File: src/assc_pkg.sv
// assc_pkg: types and constants shared by the step size controller modules
// no dependencies
package assc_pkg;

  localparam int STEP_W   = 24;
  localparam int TICK_W   = 17;
  localparam int SUB_W    = 16;
  localparam int PHASE_W  = 16;
  localparam int SAMPLE_W = 24;
  localparam int ADDR_W   = 4;
  localparam int DATA_W   = 32;

  localparam logic [TICK_W-1:0]   TPS_RESET   = TICK_W'(128);
  localparam logic [TICK_W-1:0]   TPS_MAX     = TICK_W'(65536);
  localparam logic [PHASE_W-1:0]  SPS_RESET   = PHASE_W'(1);
  localparam logic [STEP_W-1:0]   TOTAL_RESET = STEP_W'(10);
  localparam logic [TICK_W-1:0]   SIZE_RESET  = TICK_W'(128);

  typedef enum logic [1:0] {
    REG_TPS   = 2'd0,
    REG_SPS   = 2'd1,
    REG_TOTAL = 2'd2
  } reg_idx_t;

  typedef enum logic [2:0] {
    ST_ACCEPT      = 3'd0,
    ST_ACCEPT_LAST = 3'd1,
    ST_FAIL_FROZEN = 3'd2,
    ST_FAIL_HALVE  = 3'd3,
    ST_FAIL_MIN    = 3'd4,
    ST_FROZEN      = 3'd5,
    ST_IDLE        = 3'd6
  } status_t;

  typedef struct packed {
    logic [TICK_W-1:0]  tps;
    logic [PHASE_W-1:0] sps;
    logic [STEP_W-1:0]  total;
  } cfg_t;

  typedef struct packed {
    status_t             status;
    logic [STEP_W-1:0]   step_before;
    logic [SUB_W-1:0]    subtick_before;
    logic [TICK_W-1:0]   size_tried;
    logic [TICK_W-1:0]   size_next;
    logic [SAMPLE_W-1:0] sample_index;
    logic                sample_start;
    logic                sample_end;
    logic                restore_backup;
    logic                done_res;
  } result_t;

endpackage

File: src/adaptive_step_size_controller.sv
// adaptive_step_size_controller: top level with input and result registers
// depends on assc_pkg, assc_cfg and assc_core
//
// usage
//   input channel: in_valid/in_stall carry one attempt word (attempt_ok,
//   freeze_request). output channel: out_valid/out_stall carry one result
//   word per input word (status, time before the attempt, sizes, sample
//   flags, restore_backup, done_res).
//   registers ticks_per_step, steps_per_sample and total_steps sit on the
//   apb port at byte addresses 0, 4 and 8; write them only while no word
//   is in flight.
//   path: an accepted word loads the input register, then the result
//   register once that one can advance (it is not both full and stalled).
//   throughput: one word per cycle while the result is not stalled; the
//   state update uses adds, compares and a three-way min on registers.
//   reset: synchronous; clears both valid bits, restores register defaults
//   and returns time to step 0 with sub-step size 128.
//   stall: a stalled result holds; the input register keeps its word and
//   raises in_stall only while the result register is full and stalled.
module adaptive_step_size_controller import assc_pkg::*; (
  input  logic                clk,
  input  logic                rst,
  input  logic                psel,
  input  logic                penable,
  input  logic                pwrite,
  input  logic [ADDR_W-1:0]   paddr,
  input  logic [DATA_W-1:0]   pwdata,
  output logic [DATA_W-1:0]   prdata,
  output logic                pready,
  input  logic                in_valid,
  output logic                in_stall,
  input  logic                attempt_ok,
  input  logic                freeze_request,
  output logic                out_valid,
  input  logic                out_stall,
  output logic [2:0]          status,
  output logic [STEP_W-1:0]   step_before,
  output logic [SUB_W-1:0]    subtick_before,
  output logic [TICK_W-1:0]   size_tried,
  output logic [TICK_W-1:0]   size_next,
  output logic [SAMPLE_W-1:0] sample_index,
  output logic                sample_start,
  output logic                sample_end,
  output logic                restore_backup,
  output logic                done_res
);

  cfg_t    cfg;
  result_t core_res;
  result_t res;
  logic    in_v;
  logic    in_ok;
  logic    in_frz;
  logic    out_v;
  logic    advance;
  logic    fire;

  assc_cfg u_cfg (
    .clk     (clk),
    .rst     (rst),
    .psel    (psel),
    .penable (penable),
    .pwrite  (pwrite),
    .paddr   (paddr),
    .pwdata  (pwdata),
    .prdata  (prdata),
    .pready  (pready),
    .cfg     (cfg)
  );

  assc_core u_core (
    .clk            (clk),
    .rst            (rst),
    .cfg            (cfg),
    .fire           (fire),
    .attempt_ok     (in_ok),
    .freeze_request (in_frz),
    .res            (core_res)
  );

  assign advance  = ~out_v | ~out_stall;
  assign fire     = in_v & advance;
  assign in_stall = in_v & ~advance;

  always_ff @(posedge clk) begin
    if (rst) begin
      in_v  <= 1'b0;
      out_v <= 1'b0;
    end else begin
      if (!in_stall) begin
        in_v <= in_valid;
      end
      if (advance) begin
        out_v <= in_v;
      end
    end
  end

  always_ff @(posedge clk) begin
    if (!in_stall) begin
      in_ok  <= attempt_ok;
      in_frz <= freeze_request;
    end
    if (fire) begin
      res <= core_res;
    end
  end

  assign out_valid      = out_v;
  assign status         = res.status;
  assign step_before    = res.step_before;
  assign subtick_before = res.subtick_before;
  assign size_tried     = res.size_tried;
  assign size_next      = res.size_next;
  assign sample_index   = res.sample_index;
  assign sample_start   = res.sample_start;
  assign sample_end     = res.sample_end;
  assign restore_backup = res.restore_backup;
  assign done_res       = res.done_res;

endmodule

File: src/assc_cfg.sv
// assc_cfg: apb register file for the step size controller
// depends on assc_pkg
module assc_cfg import assc_pkg::*; (
  input  logic              clk,
  input  logic              rst,
  input  logic              psel,
  input  logic              penable,
  input  logic              pwrite,
  input  logic [ADDR_W-1:0] paddr,
  input  logic [DATA_W-1:0] pwdata,
  output logic [DATA_W-1:0] prdata,
  output logic              pready,
  output cfg_t              cfg
);

  logic     wr_en;
  reg_idx_t idx;

  assign pready = 1'b1;
  assign wr_en  = psel & penable & pwrite;
  assign idx    = reg_idx_t'(paddr[3:2]);

  always_ff @(posedge clk) begin
    if (rst) begin
      cfg.tps   <= TPS_RESET;
      cfg.sps   <= SPS_RESET;
      cfg.total <= TOTAL_RESET;
    end else if (wr_en) begin
      case (idx)
        REG_TPS:   cfg.tps   <= pwdata[TICK_W-1:0];
        REG_SPS:   cfg.sps   <= pwdata[PHASE_W-1:0];
        REG_TOTAL: cfg.total <= pwdata[STEP_W-1:0];
        default: ;
      endcase
    end
  end

  always_comb begin
    case (idx)
      REG_TPS:   prdata = DATA_W'(cfg.tps);
      REG_SPS:   prdata = DATA_W'(cfg.sps);
      REG_TOTAL: prdata = DATA_W'(cfg.total);
      default:   prdata = '0;
    endcase
  end

endmodule

File: src/assc_core.sv
// assc_core: time and step size state with the per-word classification logic
// depends on assc_pkg
module assc_core import assc_pkg::*; (
  input  logic    clk,
  input  logic    rst,
  input  cfg_t    cfg,
  input  logic    fire,
  input  logic    attempt_ok,
  input  logic    freeze_request,
  output result_t res
);

  logic [STEP_W-1:0]   step_count, step_count_next;
  logic [SUB_W-1:0]    subtick, subtick_next;
  logic [TICK_W-1:0]   step_size, step_size_next;
  logic [TICK_W-1:0]   last_tried, last_tried_next;
  logic                last_flag, last_flag_next;
  logic                frozen, frozen_next;
  logic [PHASE_W-1:0]  sample_phase, sample_phase_next;
  logic [SAMPLE_W-1:0] sample_count, sample_count_next;

  logic [TICK_W-1:0]   tps_eff;
  logic [PHASE_W-1:0]  sps_eff;
  logic                idle;
  logic [TICK_W:0]     end_sum;
  logic                full_end;
  logic [PHASE_W:0]    phase_inc;
  logic                period_end;
  logic                frozen_eff;
  status_t             status;
  logic                advance;
  logic [TICK_W:0]     extend;
  logic [TICK_W:0]     remain;
  logic [TICK_W:0]     min_a;
  logic [TICK_W:0]     min_b;

  always_comb begin
    if (cfg.tps == '0) begin
      tps_eff = TICK_W'(1);
    end else if (cfg.tps > TPS_MAX) begin
      tps_eff = TPS_MAX;
    end else begin
      tps_eff = cfg.tps;
    end
    sps_eff    = (cfg.sps == '0) ? PHASE_W'(1) : cfg.sps;
    idle       = step_count >= cfg.total;
    end_sum    = (TICK_W+1)'(subtick) + (TICK_W+1)'(step_size);
    full_end   = end_sum >= (TICK_W+1)'(tps_eff);
    phase_inc  = (PHASE_W+1)'(sample_phase) + (PHASE_W+1)'(1);
    period_end = full_end && (phase_inc >= (PHASE_W+1)'(sps_eff));
    frozen_eff = frozen | freeze_request;

    if (frozen_eff) begin
      status = ST_FROZEN;
    end else if (attempt_ok) begin
      status = last_flag ? ST_ACCEPT_LAST : ST_ACCEPT;
    end else if (last_flag) begin
      status = ST_FAIL_FROZEN;
    end else if (step_size > TICK_W'(1)) begin
      status = ST_FAIL_HALVE;
    end else begin
      status = ST_FAIL_MIN;
    end
    advance = (status == ST_ACCEPT) || (status == ST_ACCEPT_LAST) ||
              (status == ST_FAIL_FROZEN) || (status == ST_FROZEN);

    step_count_next   = step_count;
    subtick_next      = subtick;
    step_size_next    = step_size;
    last_tried_next   = last_tried;
    last_flag_next    = last_flag;
    frozen_next       = frozen;
    sample_phase_next = sample_phase;
    sample_count_next = sample_count;
    extend            = '0;
    remain            = '0;
    min_a             = '0;
    min_b             = '0;

    if (!idle) begin
      frozen_next     = frozen_eff | (status == ST_FAIL_FROZEN);
      last_tried_next = step_size;
      if (advance) begin
        last_flag_next = 1'b0;
        if (full_end) begin
          step_count_next = step_count + STEP_W'(1);
          subtick_next    = '0;
          if (period_end) begin
            sample_phase_next = '0;
            sample_count_next = sample_count + SAMPLE_W'(1);
          end else begin
            sample_phase_next = phase_inc[PHASE_W-1:0];
          end
        end else begin
          subtick_next = end_sum[SUB_W-1:0];
        end
        extend = full_end ? (TICK_W+1)'(last_tried) : {step_size, 1'b0};
        remain = (TICK_W+1)'(tps_eff) - (TICK_W+1)'(subtick_next);
        min_a  = (extend < (TICK_W+1)'(tps_eff)) ? extend : (TICK_W+1)'(tps_eff);
        min_b  = (remain < min_a) ? remain : min_a;
        step_size_next = (min_b == '0) ? TICK_W'(1) : min_b[TICK_W-1:0];
      end else begin
        last_flag_next = (step_size == TICK_W'(1));
        if (step_size > TICK_W'(1)) begin
          step_size_next = step_size >> 1;
        end else begin
          step_size_next = TICK_W'(1);
        end
      end
    end

    res.status         = idle ? ST_IDLE : status;
    res.step_before    = step_count;
    res.subtick_before = subtick;
    res.size_tried     = step_size;
    res.size_next      = step_size_next;
    res.sample_index   = sample_count_next;
    res.sample_start   = !idle && (subtick == '0) && (sample_phase == '0);
    res.sample_end     = !idle && period_end;
    res.restore_backup = !idle && !advance;
    res.done_res       = step_count_next >= cfg.total;
  end

  always_ff @(posedge clk) begin
    if (rst) begin
      step_count   <= '0;
      subtick      <= '0;
      step_size    <= SIZE_RESET;
      last_tried   <= SIZE_RESET;
      last_flag    <= 1'b0;
      frozen       <= 1'b0;
      sample_phase <= '0;
      sample_count <= '0;
    end else if (fire) begin
      step_count   <= step_count_next;
      subtick      <= subtick_next;
      step_size    <= step_size_next;
      last_tried   <= last_tried_next;
      last_flag    <= last_flag_next;
      frozen       <= frozen_next;
      sample_phase <= sample_phase_next;
      sample_count <= sample_count_next;
    end
  end

endmodule
File: config.mk
export PLATFORM = sky130hd
export DESIGN_NAME = adaptive_step_size_controller
export DESIGN_NICKNAME = d
export VERILOG_FILES = /design/src/assc_pkg.sv /design/src/adaptive_step_size_controller.sv /design/src/assc_cfg.sv /design/src/assc_core.sv
export SDC_FILE = /design/constraint.sdc
export NUM_CORES = 1
export LEC_CHECK = 0
export ABC_AREA = 1
export BUFFER_PORTS_ARGS = -buffer_cell sky130_fd_sc_hd__buf_2
export CAP_MARGIN = 5
export CORE_MARGIN = 3
export CORE_UTILIZATION = 60
export CTS_CLUSTER_DIAMETER = 200
export DETAILED_ROUTE_END_ITERATION = 6
export PLACE_DENSITY = 0.81
export SLEW_MARGIN = 20
export SYNTH_ARGS = -nofsm -noshare
export SYNTH_HDL_FRONTEND = slang
export SYNTH_HIERARCHICAL = 1
export SYNTH_SLANG_ARGS = --single-unit
File: constraint.sdc
create_clock -name clk -period 12.85 [get_ports clk]
set_input_delay 2.57 -clock clk [delete_from_list [all_inputs] [get_ports clk]]
set_output_delay 2.57 -clock clk [all_outputs]
set_load 0.1 [all_outputs]
* Yosys cells after proc, flatten, opt, wreduce, memory -nomap -nowiden
Index checks and enable logic that the tools add are counted.
W data, S select, Z words.
** Operators by class
- Bitwise operators :: 11
- Order comparisons :: 8
- Eq/ne operators :: 6
- Reductions and logical operators :: 23
- Muxes and demuxes :: 28
- Add/subtract/negate cells :: 5
** Operator list (number)
- $mux W24 :: 7
- $mux W16 :: 6
- $mux W17 :: 5
- $pmux W24 S3 :: 1
- $mux W18 :: 3
- $add A24 B1 Y24 const B :: 2
- $ge A24 B24 Y1 :: 2
- $logic_not A16 Y1 :: 3
- $add A16 B17 Y18 :: 1
- $ge A18 B17 Y1 :: 1
- $logic_not A18 Y1 :: 1
- $lt A18 B17 Y1 :: 1
- $lt A18 B18 Y1 :: 1
- $sub A17 B16 Y18 :: 1
- $add A16 B1 Y17 const B :: 1
- $eq A17 B1 Y1 const B :: 1
- $ge A17 B16 Y1 :: 1
- $gt A17 B1 Y1 const B :: 1
- $gt A17 B17 Y1 const B :: 1
- $logic_not A17 Y1 :: 1
- $mux W3 :: 4
- $reduce_and A2 Y1 :: 4
- $logic_and A1 B1 Y1 :: 5
- $and A1 B1 Y1 :: 4
- 14 further kinds :: 23
** Storage, ports and cells
- Bits of input ports :: 45
- Word-level logic and storage cells :: 106
- Output and inout port bits :: 140
- Register bits after elaboration :: 282

* Logic depth before layout (Yosys ltp)
- Depth after elaboration :: 18
- Depth in mapped cells :: 62
- Gate-level depth less buffers :: 59

* Hierarchy
The synthesis kept the hierarchy.
** Modules (own cells, without submodules)
- assc_core :: sequential area each 2322.2 um^2, area each 10820.4 um^2, cells an instance 1642, instances 1
- adaptive_step_size_controller :: sequential area each 3253.1 um^2, area each 3296.9 um^2, cells an instance 117, instances 1
- assc_cfg :: sequential area each 1141.1 um^2, area each 2770.2 um^2, cells an instance 437, instances 1

* Worst setup path before layout
Ideal clock, no wire load.
- Path type :: in2reg
- From :: input port out_stall
- To :: register u_core.subtick[12]
- Arrival time :: 9993 ps
- Data required time :: 12780 ps
- Slack :: 2787 ps
- Buffers on the path :: 1
- Setup time :: 70 ps
- Stages on the path :: 8
- Path through :: a21oi_1 > inv_1 > nor2_1 > inv_1 > nor2_1 > clkbuf_1 > o21ai_0 > a21oi_1
** On the way
- Cells in the longest elaborated chain, start to end :: 4
** Ends and longest elaborated chain
- from (decl) :: RTL line adaptive_step_size_controller.sv:35 : input logic out_stall,
- $not A1 Y1 :: RTL line adaptive_step_size_controller.sv:81 : assign advance = ~out_v | ~out_stall;
- $or A1 B1 Y1 :: RTL line adaptive_step_size_controller.sv:81
- $and A1 B1 Y1 :: RTL line adaptive_step_size_controller.sv:82 : assign fire = in_v & advance;
- $reduce_and A3 Y1 (no source line)
- to (signal assigned) :: RTL line assc_core.sv:136 : subtick <= subtick_next;
- to (decl) :: RTL line assc_core.sv:14 : logic [SUB_W-1:0] subtick, subtick_next;
Every way passes these cells.
A chain may end at the register's enable or synchronous reset.

* Final worst setup path
- From :: register u_core.step_size[0]
- To :: register u_core.step_size[0]
** On the way
- Cells in the longest elaborated chain, start to end :: 12
- Elaborated cells between the ends (all ways) :: 28
- Those cells by class :: 2 x add/sub; 4 x order compare; 3 x eq/ne; 14 x mux; 5 x reduce/logical
** Ends and longest elaborated chain
- from (decl) :: RTL line assc_core.sv:15 : logic [TICK_W-1:0] step_size, step_size_next;
- from (signal assigned) :: RTL line assc_core.sv:137 : step_size <= step_size_next;
- $add A16 B17 Y18 :: RTL line assc_core.sv:47 : end_sum = (TICK_W+1)'(subtick) + (TICK_W+1)'(step_size);
- $ge A18 B17 Y1 :: RTL line assc_core.sv:48 : full_end = end_sum >= (TICK_W+1)'(tps_eff);
- $mux W16 :: RTL line assc_core.sv:85 : if (full_end) begin
- $mux W16 :: RTL line assc_core.sv:83 : if (advance) begin
- $mux W16 :: RTL line assc_core.sv:80 : if (!idle) begin
- $sub A17 B16 Y18 :: RTL line assc_core.sv:98 : remain = (TICK_W+1)'(tps_eff) - (TICK_W+1)'(subtick_next);
- $lt A18 B18 Y1 :: RTL line assc_core.sv:100 : min_b = (remain < min_a) ? remain : min_a;
- $mux W18 :: RTL line assc_core.sv:100
- $logic_not A18 Y1 :: RTL line assc_core.sv:101 : step_size_next = (min_b == '0) ? TICK_W'(1) : min_b[TICK_W-1:0];
- $mux W17 :: RTL line assc_core.sv:101
- $mux W17 :: RTL line assc_core.sv:83
- $mux W17 (*) :: RTL line assc_core.sv:80
Every way passes the cells marked *; elsewhere a longest branch is shown, timed or not. The select of a mux whose other input is x is not followed.

==> flow_summary.toml <==
[pwr]
power_per_cell_area_nw_per_um2 = 222
leakagePower_nw = 8.92
irDropWorstVdd_mv = 0.195

[setup_path]
arrival_ns = 10.41
start_kind = "register"
end_kind = "register"
worst_ep_required_time_ns = 13.35
worst-setup-path-type = "register to register"
cpMostUsedCell = "nand2_1"
crit_fanout = 37
cp_slowest_cell = "inv_1"
r2r_setup_slack_ns = 2.94
crit_family = "compound AO/OA/AOI/OAI gates"
worst-path-buf-inv = 3
critPathMaxStageDelay_ns = 0.47

[floorplan]
initial_core_util_pct = 61.8
die-area_um2 = 30200
num_rows = 60
die_w_um = 174
coreArea_um2 = 27300
io_pins = 185
dieHeight_um = 174

[cells_and_area]
nets = 2525
drive_gt1_share_pct = 11.3
syn2layout_area_growth_pct = 12.5
stdcell_area_um2 = 19000
n_fill_cell = 2333
diodes = 0

[routing]
first_pass_iters = 6
drt_iter0_drc = 1518
wl_um = 46000
drt-wirelength-per-cell_um = 16.9
vias_per_cell = 5.63
vias = 15300
drtAntennaViolNets = 0
drc_errors = 0

[grt]
grt_max_degree = 73
grt_usage_pct = 29.5
antenna_found_initial = 0
grt_pass1_wl_um = 73400
grt_pass1_vias = 14400
gr-total-overflow = 0

[placement]
hpwlAfterDp_um = 34400
place.port_buffers = 165
gp_congestion = 0.935
placed_area_um2 = 17900

[cts]
postCtsResizedCells = 0
cts_tree = "built"
cts_buffer_depth = 3
cts_root_buffer = "clkbuf_16"
clkTransAtPathRegs_ns = 0.06
numCtsBuffers = 30
hold_buffers = 0
insertion_delay_ns = 0.58
cts_max_level = 1
cts_num_sinks = 282
post_cts_buffers = 0

[outcome]
outcome = "finished, final reports clean"

[timing]
setup-violations-final = 0
slew_violations = 0
min_period_ns = 9.91
maxSlewHeadroom_pct = 33.2
fin_skew_ns = 0.0147
rsz0062_at_grt = "false"
fmax_ghz = 0.101
hold_violations = 0
worstMarginPinSlew_ns = 0.998
hold_ws_ns = 0.468
setup_tns_ns = 0
post-route-period-util_pct = 77.1

[synth]
netlist_area_um2 = 16900
synthFlopType = "dfxtp_1"
synthArstFlopShare_pct = 0
synth_cell_types = 56
ys_ff_latch = 282
ys_seq_area_share_pct = 39.8
synth_edf_count = 107
syn_inst = 2196
syn_avg_cell_area_um2 = 7.69
ys.warnings.count = 6

[worst_hold_path]
hp-class = "register to register"

[run]
maxCapViolCount = 0
[sequential cells by signal, indices dropped and copies added, names as in the netlist]
signal and flops:
u_core/step_size 17, size_tried 17, u_cfg/cfg 57, u_core/step_count 24, status 3, size_next 17, sample_index 24, sample_start 1
done_res 1, in_ok 1, u_core/frozen 1, in_frz 1, u_core/sample_phase 16, u_core/subtick 16, out_valid 1, sample_end 1
restore_backup 1, u_core/last_tried 17, in_v 1, u_core/sample_count 24, step_before 24, u_core/last_flag 1, subtick_before 16
[tightest hold or removal path: cells and delay by family, from the launching register on]
kind | cells | cell delay, ns
AOI/OAI and AO/OA | 1 | 0.05
buffers and inverters | 1 | 0.05
DFF | 1 | 0.32
[area by class of cell]
type | instances | area, µm² | area share (%)
Sequential cell | 282 | 6720 | 35.4
Clock inverter | 22 | 269 | 1.42
Multi-Input combinational cell | 1508 | 8580 | 45.2
Tap cell | 372 | 465 | 2.45
Clock buffer | 34 | 797 | 4.20
Inverter | 329 | 1230 | 6.50
Timing Repair Buffer | 177 | 936 | 4.93
[kinds of logic after synthesis]
logic type,after synthesis,share of synthesized area (%)
simple gates,849,21.3
other cells,3,0.0667
flops,282,39.8
fa+ha+maj,152,11.4
compound gates,421,13.8
xor+xnor,76,3.94
buf+inv,413,9.77
[metal layers]
metal | track usage [%] | up-vias | part of all wire (%)
li1 | - | 7516 | -
met1 | 38.4 | 7092 | 42
met2 | 49.4 | 623 | 47
met3 | 5.17 | 93 | 8.0
met4 | 10.8 | 0 | 3.5
met5 | 0 | - | 0
[stage by stage]
step                std cells  setup WS, ns  utilization [%]  total power [mW]
finish                   2724          2.94             69.5              4.22
global route             2724          1.98             69.5              4.53
CTS                      2723          3.17             69.4              4.19
detailed placement       2667          3.22             65.5              3.26
global placement         2667          3.42             65.5              3.21
floorplan                2203          2.79                -              2.82
[synthesized netlist by cell type (4+ instances only)]
cell,n,share of area (%)
nand2_1,397,8.8
inv_1,323,7.2
nor2_1,238,5.3
a21oi_1,177,5.2
dfxtp_1,175,21
o21ai_0,155,4.6
ha_1,150,11
nand3_1,118,3.5
edfxtp_1,107,19
xor2_1,67,3.5
clkbuf_1,43,0.96
nand4_1,29,1.1
nor3_1,26,0.77
buf_2,22,0.65
nor4_1,14,0.52
buf_4,13,0.58
o21ai_1,12,0.36
o221ai_1,12,0.62
a211oi_1,9,0.40
a31oi_1,9,0.33
xnor2_1,9,0.47
o211ai_1,8,0.36
nand2_2,7,0.26
a21o_1,6,0.27
a22oi_1,6,0.27
o21a_1,6,0.27
inv_2,5,0.11
nand3_2,4,0.24
nor2_2,4,0.15
[power breakdown]
group / internal [mW] / total [mW] / switching (mW)
sequential: 1.03 / 1.09 / 0.0568
clock: 0.549 / 0.925 / 0.377
combinational: 0.644 / 2.21 / 1.57
[final timing paths]
check | from | cells past startpoint | to
max | u_core/step_size[0]$_SDFFE_PP0P_ | 57 | u_core/step_size[0]$_SDFFE_PP0P_
min | u_core/last_tried[0]$_SDFFE_PP0P_ | 2 | u_core/last_tried[0]$_SDFFE_PP0P_
max reg2reg | u_core/step_size[0]$_SDFFE_PP0P_ | 57 | u_core/step_size[0]$_SDFFE_PP0P_
min reg2reg | u_core/last_tried[0]$_SDFFE_PP0P_ | 2 | u_core/last_tried[0]$_SDFFE_PP0P_
[placed cells by master, fill, tap and decap left out, types with 7 or more instances in the layout]
| cell | instances |
|---|---|
| dfxtp_1 | 175 |
| a21oi_1 | 176 |
| o221ai_1 | 12 |
| o211ai_1 | 8 |
| buf_4 | 11 |
| xnor2_1 | 9 |
| clkbuf_16 | 31 |
| a31oi_1 | 9 |
| nor2_1 | 234 |
| xor2_1 | 67 |
| nand4_1 | 29 |
| nand3_1 | 118 |
| nand2_2 | 7 |
| conb_1 | 10 |
| a211oi_1 | 9 |
| o21ai_1 | 12 |
| inv_1 | 322 |
| ha_1 | 150 |
| nor4_1 | 14 |
| edfxtp_1 | 107 |
| nand2_1 | 397 |
| buf_2 | 165 |
| nor3_1 | 26 |
| o21ai_0 | 155 |
Note: power is estimated with default switching activity, not from simulation.
